--- src/design/crt_pkg.sv ---
`timescale 1ns / 1ps

package crt_pkg;

  // Fixed field widths
  localparam int unsigned VAL_W        = 10;  // signed input value
  localparam int unsigned LEN_W        = 11;  // run length / longest
  localparam int unsigned TDATA_IN_W   = 16;
  localparam int unsigned TDATA_OUT_W  = 16;
  localparam int unsigned KEY_BITS_DEF = 10;

  // Controller -> datapath
  typedef struct packed {
    logic capture;    // load request registers
    logic clr_step;   // write zero at sweep pointer, advance it
    logic rd_c;       // read centre entry
    logic rd_l;       // read left neighbour
    logic rd_r;       // read right neighbour
    logic lat_l;      // latch left length from read data
    logic wr_l;       // latch right length, form total, write left end
    logic wr_r;       // write right end
    logic wr_c;       // write centre
    logic load_out;   // load output register
    logic out_rep;    // repeated flag for the output register
  } cmd_t;

  // Datapath -> controller
  typedef struct packed {
    logic start;      // captured request asks for a clear
    logic in_range;   // value lies inside the key range
    logic has_left;   // value-1 lies inside the key range
    logic has_right;  // value+1 lies inside the key range
    logic clr_last;   // sweep pointer at last entry
    logic centre_hit; // centre entry already non-zero
    logic both_sides; // both neighbour runs non-empty
    logic out_free;   // output register can take a result
  } sts_t;

endpackage

--- src/design/crt_ctrl.sv ---
`timescale 1ns / 1ps

module crt_ctrl (
  input  logic          clk_i,
  input  logic          rst_ni,
  input  logic          in_valid_i,
  output logic          in_ready_o,
  input  crt_pkg::sts_t sts_i,
  output crt_pkg::cmd_t cmd_o
);

  typedef enum logic [11:0] {
    ST_CLR_RST  = 12'h001,
    ST_IDLE     = 12'h002,
    ST_DISPATCH = 12'h004,
    ST_CLR_ITEM = 12'h008,
    ST_RD_C     = 12'h010,
    ST_RD_L     = 12'h020,
    ST_RD_R     = 12'h040,
    ST_WR_L     = 12'h080,
    ST_WR_R     = 12'h100,
    ST_WR_C     = 12'h200,
    ST_DONE     = 12'h400,
    ST_DONE_REP = 12'h800
  } state_e;

  state_e state_q, state_d;

  always_ff @(posedge clk_i or negedge rst_ni) begin
    if (!rst_ni) begin
      state_q <= ST_CLR_RST;
    end else begin
      state_q <= state_d;
    end
  end

  assign in_ready_o = (state_q == ST_IDLE);

  always_comb begin
    state_d = state_q;
    cmd_o   = '0;
    unique case (state_q)
      ST_CLR_RST: begin
        cmd_o.clr_step = 1'b1;
        if (sts_i.clr_last) begin
          state_d = ST_IDLE;
        end
      end
      ST_IDLE: begin
        if (in_valid_i) begin
          cmd_o.capture = 1'b1;
          state_d       = ST_DISPATCH;
        end
      end
      ST_DISPATCH: begin
        if (sts_i.start) begin
          state_d = ST_CLR_ITEM;
        end else if (!sts_i.in_range) begin
          state_d = ST_DONE;
        end else begin
          cmd_o.rd_c = 1'b1;
          state_d    = ST_RD_L;
        end
      end
      ST_CLR_ITEM: begin
        cmd_o.clr_step = 1'b1;
        if (sts_i.clr_last) begin
          state_d = ST_RD_C;
        end
      end
      ST_RD_C: begin
        if (!sts_i.in_range) begin
          state_d = ST_DONE;
        end else begin
          cmd_o.rd_c = 1'b1;
          state_d    = ST_RD_L;
        end
      end
      ST_RD_L: begin
        if (sts_i.centre_hit) begin
          state_d = ST_DONE_REP;
        end else begin
          cmd_o.rd_l = sts_i.has_left;
          state_d    = ST_RD_R;
        end
      end
      ST_RD_R: begin
        cmd_o.lat_l = 1'b1;
        cmd_o.rd_r  = sts_i.has_right;
        state_d     = ST_WR_L;
      end
      ST_WR_L: begin
        cmd_o.wr_l = 1'b1;
        state_d    = ST_WR_R;
      end
      ST_WR_R: begin
        cmd_o.wr_r = 1'b1;
        state_d    = sts_i.both_sides ? ST_WR_C : ST_DONE;
      end
      ST_WR_C: begin
        cmd_o.wr_c = 1'b1;
        state_d    = ST_DONE;
      end
      ST_DONE: begin
        if (sts_i.out_free) begin
          cmd_o.load_out = 1'b1;
          state_d        = ST_IDLE;
        end
      end
      ST_DONE_REP: begin
        if (sts_i.out_free) begin
          cmd_o.load_out = 1'b1;
          cmd_o.out_rep  = 1'b1;
          state_d        = ST_IDLE;
        end
      end
      default: begin
        state_d = ST_CLR_RST;
      end
    endcase
  end

endmodule

--- config.mk ---
export PLATFORM = sky130hd
export DESIGN_NAME = crt_ctrl
export DESIGN_NICKNAME = d
export VERILOG_FILES = /design/src/design/crt_pkg.sv /design/src/design/crt_ctrl.sv
export SDC_FILE = /design/constraint.sdc
export NUM_CORES = 1
export LEC_CHECK = 0
export BUFFER_PORTS_ARGS = -buffer_cell sky130_fd_sc_hd__buf_2
export CORE_MARGIN = 2
export CORE_UTILIZATION = 25
export DETAILED_ROUTE_END_ITERATION = 16
export SYNTH_ARGS = -nofsm -noshare
export SYNTH_HDL_FRONTEND = slang
export SYNTH_SLANG_ARGS = --single-unit
--- constraint.sdc ---
create_clock -name clk_i -period 3.22 [get_ports clk_i]
set_clock_uncertainty 0.2 [all_clocks]
set_input_delay 0.483 -clock clk_i [delete_from_list [all_inputs] [get_ports clk_i]]
set_output_delay 0.483 -clock clk_i [all_outputs]
set_load 0.05 [all_outputs]
==> summary.txt, run 1 <==
Place
  • I/O Buffers: 22
  • RD Place Congestion: 0.946
  • Post-detail-place hpwl: 1610 µm
  • Placed cell count: 156

Floorplan
  • Cell row count: 21
  • Die ar.: 0.00389 mm²
  • Die H: 62.3 µm
  • Top Ports: 23
  • CORE AREA: 0.00331 mm²
  • Die X: 62.3 µm
  • Initial Utilization: 25.7%

Clocking
  • Clock root buffer: clkbuf_4
  • Clk_lat worst skew: 0.28 ns
  • Longest Clk Path Bufs: 2
  • CTS tree: done
  • Clock transition at path regs: 0.08 ns
  • H-tree depth: 1
  • Postcts setup bufs: 0
  • TritonCTS Buffers: 3
  • TritonCTS Sinks: 12

Synthesis
  • Number of enable flip-flop cells after synthesis: 0
  • Yosys warnings: 0
  • Synth area leader: dfrtp_1
  • Distinct cell type count after synthesis: 37
  • Synth async-reset ratio: 100%
  • Register area share after synthesis: 35.4%
  • Synth Instances: 92
  • Syn nets: 103
  • Mapped Avg Cell Area: 9.25 µm²
  • Yosys top cell area share: 32.4%
  • Area contributors post-synth: dfrtp_1 (32%), and2_1 (4.4%), nor4_1 (4.4%)
  • Synth Flop Type: dfrtp_1
  • Netlist Area Pre-Place: 851 µm²
  • Flops & latches, synth: 12

Route
  • Violation count after the first detailed-route iteration: 42
  • DRT antenna net count: 0
  • Final WL: 2120 µm
  • Drt first pass iters: 4
  • Mean routed wirelength per cell: 13.2 µm
  • Vias per inst: 5.17
  • Vias: 832
  • Remaining routing DRC violations: 0

Global routing
  • First-pass GRT wire length: 3530 µm
  • Tot GR Track Use: 11.4%
  • Antenna violations before repair: 0
  • GRT overflow: 0
  • Largest net degree at the start of global routing: 13
  • Vias in the first global route: 770

Cells and area
  • Most common cell after layout, fill and taps aside: buf_2
  • FILL cells: 380
  • Max reg flops: 12
  • Commonest non-fill, non-tap cells in the layout: buf_2 (22), dfrtp_1 (11), and2_1 (6)
  • Ratio of cells with drive above 1 in the final layout: 33.0%
  • Reg with most FFs: state_q
  • Final Non-Filler Cells: 161
  • Nets: 127
  • ANT cells: 0
  • Largest regs: state_q: 12 flops
  • Synthesis-to-layout area growth: 25.0%

Timing
  • Tightest Pin Transition: 0.455 ns
  • Setup violators final: 0
  • Fin. Hold Viols: 0
  • Hold slack: 0.212 ns
  • Period Utilization, post-route: 89.3%
  • Max Slew Vio Count: 0
  • Fin Setup TNS: 0 ns
  • F_max: 0.348 GHz
  • Crit path time final: 2.88 ns
  • Slew margin rel.: 69.4%
  • RSZ-0062 raised after global routing: false

Status
  • Status: finished clean

Job
  • Maxcap violations: 0

Setup path
  • CP required: 2.54 ns
  • Worst Path Arrival: 2.19 ns
  • Kind of critical path: flip-flop to primary output
  • Crit Path Max Fanout: 9
  • Crit end category: primary output
  • CP Launch Type: flip-flop

Power and ir drop
  • Pwr/cell area: 584 mW/mm²
  • Leakage: 0.000467 µW
  • Worst vdd rail ir drop: 151 µV

Hold path
  • Worst Hold Class: input pin to flip-flop
worst max-delay path, cell delays in order, from the launching register on:
cell and delay [ns]:
dfrtp_1 0.49, nor4_1 0.29, buf_4 0.19, nand3_1 0.12
nor4_1 0.38, and2_1 0.18, buf_2 0.25
cell type report:
type                       count  area, µm²  area share [%]
tap                           46       57.6            5.41
sequential                    12        302            28.4
clock buffer                   4       26.3            2.47
timing repair buffer          25        135            12.7
multi-input combinational     72        536            50.4
inverter                       2       7.51           0.706
where the power goes:
part | internal (µW) | switching, µW
Clock | 48.1 | 54.1
Combinational | 115 | 190
Sequential | 173 | 41.3
cells by family (layout without fill, tap and decap cells):
group,count (synthesis),after routing,share of synthesized area [%]
AO/OA/AOI/OAI,16,16,16.3
buffers and inverters,8,31,4.41
AND/OR/NAND/NOR,50,50,37.5
multiplexers,1,1,1.18
XOR/XNOR,5,5,5.15
flip-flops,12,12,35.4
layer usage:
layer	vias to the layer above	routed length (µm)	track usage [%]
met5	-	0	0
met3	6	208	3.80
li1	395	-	-
met2	42	972	16.7
met1	389	898	15.4
met4	0	44	4.44
Yosys cell counts, types with 3 or more instances:
master / instances
nand2b_1: 3
nor4b_1: 4
nor3_1: 3
and2_1: 6
clkbuf_1: 4
xor2_1: 3
nand3_1: 4
nor2_1: 5
nor4_1: 6
nand2_1: 3
nor3b_1: 4
dfrtp_1: 11
o21ai_0: 5
nor2b_1: 3
worst paths after layout:
| path | startpoint | endpoint | slack [ns] | cells after the start |
|---|---|---|---|---|
| worst min register to register | state_q[6] | state_q[8] | 0.35 | 1 |
| min in group asynchronous | rst_ni | state_q[5] | 0.41 | 2 |
| worst max-delay path | state_q[10] | cmd_o[7] | 0.34 | 6 |
| worst max register to register | state_q[10] | state_q[1] | 0.79 | 4 |
| max in group asynchronous | rst_ni | state_q[0] | 2.12 | 2 |
| worst min-delay path | sts_i[2] | state_q[6] | 0.21 | 2 |
what timing repair did:
action	in CTS	in global routing
hold buffers	1	0
resized for setup	0	1
hold endpoints to repair	11	0
endpoints found under the setup margin	0	1
through the flow:
step	cell area, µm²	util, %	setup WS [ns]	total power [µW]
after floorplan	868	-	0.0642	444
after global placement	1020	30.8	0.591	507
after detailed placement	1020	30.8	0.538	510
after CTS	1060	31.9	0.213	614
after global routing	1060	32.1	0.135	664
final	1060	32.1	0.344	621
No activity file was read; power rests on OpenSTA's default activity.
==> inputs of run 2 (changes only) <==
RECOVER_POWER = 100   (was unset)
==> summary.txt, run 2 (synthesized netlist as in run 1, its figures left out) <==
Cells and area
  • Reg with most FFs: state_q (unchanged)
  • Final Non-Filler Cells: 161 (unchanged)
  • FF+latch area: 302 µm² (unchanged)
  • Ratio of cells with drive above 1 in the final layout: 23.5% (was 33.0%)
  • Synthesis-to-layout area growth: 21.2% (was 25.0%)
  • Final instance area: 0.00103 mm² (was 0.00106 mm²)
  • FILL cells: 390 (was 380)
  • Largest regs: state_q: 12 flops (unchanged)
  • Nets: 127 (unchanged)
  • Commonest non-fill, non-tap cells in the layout: dfrtp_1 (11), clkbuf_1 (10), buf_2 (9) (was buf_2 (22), dfrtp_1 (11), and2_1 (6))
  • Multi-input gate area: 519 µm² (was 536 µm²)
  • Post-layout util: 31.1% (was 32.1%)
  • ANT cells: 0 (unchanged)
  • Most common cell after layout, fill and taps aside: dfrtp_1 (was buf_2)
  • Max reg flops: 12 (unchanged)

Timing
  • Max Slew Vio Count: 0 (unchanged)
  • Slew margin rel.: 51.6% (was 69.4%)
  • Fin. Hold Viols: 0 (unchanged)
  • Setup violators final: 0 (unchanged)
  • Fin Setup TNS: 0 ns (unchanged)
  • RSZ-0062 raised after global routing: false (unchanged)
  • Crit path time final: 2.95 ns (was 2.88 ns)
  • Tightest Pin Transition: 0.726 ns (was 0.455 ns)
  • Period Utilization, post-route: 91.5% (was 89.3%)
  • F_max: 0.339 GHz (was 0.348 GHz)

Route
  • Remaining routing DRC violations: 0 (unchanged)
  • Violation count after the first detailed-route iteration: 31 (was 42)
  • Mean routed wirelength per cell: 13.0 µm (was 13.2 µm)
  • Drt first pass iters: 4 (unchanged)
  • Vias: 811 (was 832)
  • Vias per inst: 5.04 (was 5.17)
  • DRT antenna net count: 0 (unchanged)
  • Final WL: 2100 µm (was 2120 µm)

Clocking
  • CTS tree: done (unchanged)
  • Longest Clk Path Bufs: 2 (unchanged)
  • TritonCTS Buffers: 3 (unchanged)
  • Clock transition at path regs: 0.09 ns (was 0.08 ns)
  • Clk_lat worst skew: 0.29 ns (was 0.28 ns)
  • TritonCTS Sinks: 12 (unchanged)
  • H-tree depth: 1 (unchanged)
  • Clock root buffer: clkbuf_4 (unchanged)
  • Postcts setup bufs: 0 (unchanged)

Global routing
  • Largest net degree at the start of global routing: 13 (unchanged)
  • GRT overflow: 0 (unchanged)
  • Antenna violations before repair: 0 (unchanged)
  • First-pass GRT wire length: 3530 µm (unchanged)
  • Vias in the first global route: 770 (unchanged)
  • Tot GR Track Use: 11.4% (unchanged)

Status
  • Status: finished clean (unchanged)

Power and ir drop
  • Worst vdd rail ir drop: 149 µV (was 151 µV)
  • Pwr/cell area: 588 mW/mm² (was 584 mW/mm²)
  • Leakage: 0.000426 µW (was 0.000467 µW)

Setup path
  • CP Launch Type: flip-flop (unchanged)
  • Crit end category: primary output (unchanged)
  • CP required: 2.54 ns (about the same)
  • Kind of critical path: flip-flop to primary output (unchanged)
  • Crit Path Max Fanout: 9 (unchanged)
  • Worst Path Arrival: 2.26 ns (was 2.19 ns)

Floorplan
  • Die H: 62.3 µm (unchanged)
  • Die ar.: 0.00389 mm² (unchanged)
  • Initial Utilization: 25.7% (unchanged)
  • CORE AREA: 0.00331 mm² (unchanged)
  • Top Ports: 23 (unchanged)
  • Die X: 62.3 µm (unchanged)
  • Cell row count: 21 (unchanged)

Job
  • Maxcap violations: 0 (unchanged)

Place
  • Placed cell areas: 0.00102 mm² (unchanged)
  • Post-detail-place hpwl: 1610 µm (unchanged)
  • Placed cell count: 156 (unchanged)
  • RD Place Congestion: 0.946 (unchanged)
  • I/O Buffers: 22 (unchanged)

Hold path
  • Worst Hold Class: input pin to flip-flop (unchanged)
## run 2: layout make-up
class,count,share of cell area [%]
multi-input combinational,72,50.4
sequential,12,29.2
tap,46,5.58
inverter,2,0.728
clock buffer,4,2.55
timing repair buffer,25,11.5
## run 2: per-layer routing
layer / vias up / GRT usage (%) / wire length (µm)
met5: - / 0 / 0
met4: 0 / 4.44 / 57
met3: 7 / 3.80 / 142
met1: 379 / 15.4 / 965
li1: 395 / - / -
met2: 30 / 16.7 / 936
## run 2: path summary, 6_finish.rpt
check | startpoint | end | slack (ns) | cells after the start
max | state_q[10] | cmd_o[7] | 0.27 | 6
min | sts_i[2] | state_q[6] | 0.21 | 2
max reg2reg | state_q[10] | state_q[1] | 0.72 | 4
min reg2reg | state_q[6] | state_q[8] | 0.35 | 1
max in group asynchronous | rst_ni | state_q[6] | 1.79 | 2
min in group asynchronous | rst_ni | state_q[5] | 0.56 | 2
## run 2: power breakdown
part	internal [µW]	total (µW)	switching, µW
clock network	48.2	105	56.7
logic	103	287	184
registers	173	214	41.3
total	324	606	282
## run 2: timing repair
| action | 4_1_cts | 5_1_grt |
|---|---|---|
| hold buffers | 1 | 0 |
| endpoints found under the hold margin | 11 | 0 |
| setup endpoints to repair | 0 | 1 |
| resized for setup | 0 | 1 |
## run 2: worst max-delay path, stage by stage (launching register included)
cell and delay [ns]:
dfrtp_1 0.49, nor4_1 0.27, clkbuf_1 0.23, nand3_1 0.15
nor4_1 0.38, and2_1 0.19, clkbuf_2 0.27
## run 2: stage by stage
step,power [µW],hold WS [ns],worst slack (ns)
after floorplan,444,-0.0126,0.0642
after global placement,507,0.184,0.591
after detailed placement,510,0.188,0.538
after CTS,614,0.205,0.213
after global routing,649,0.209,0.0706
final,606,0.206,0.273
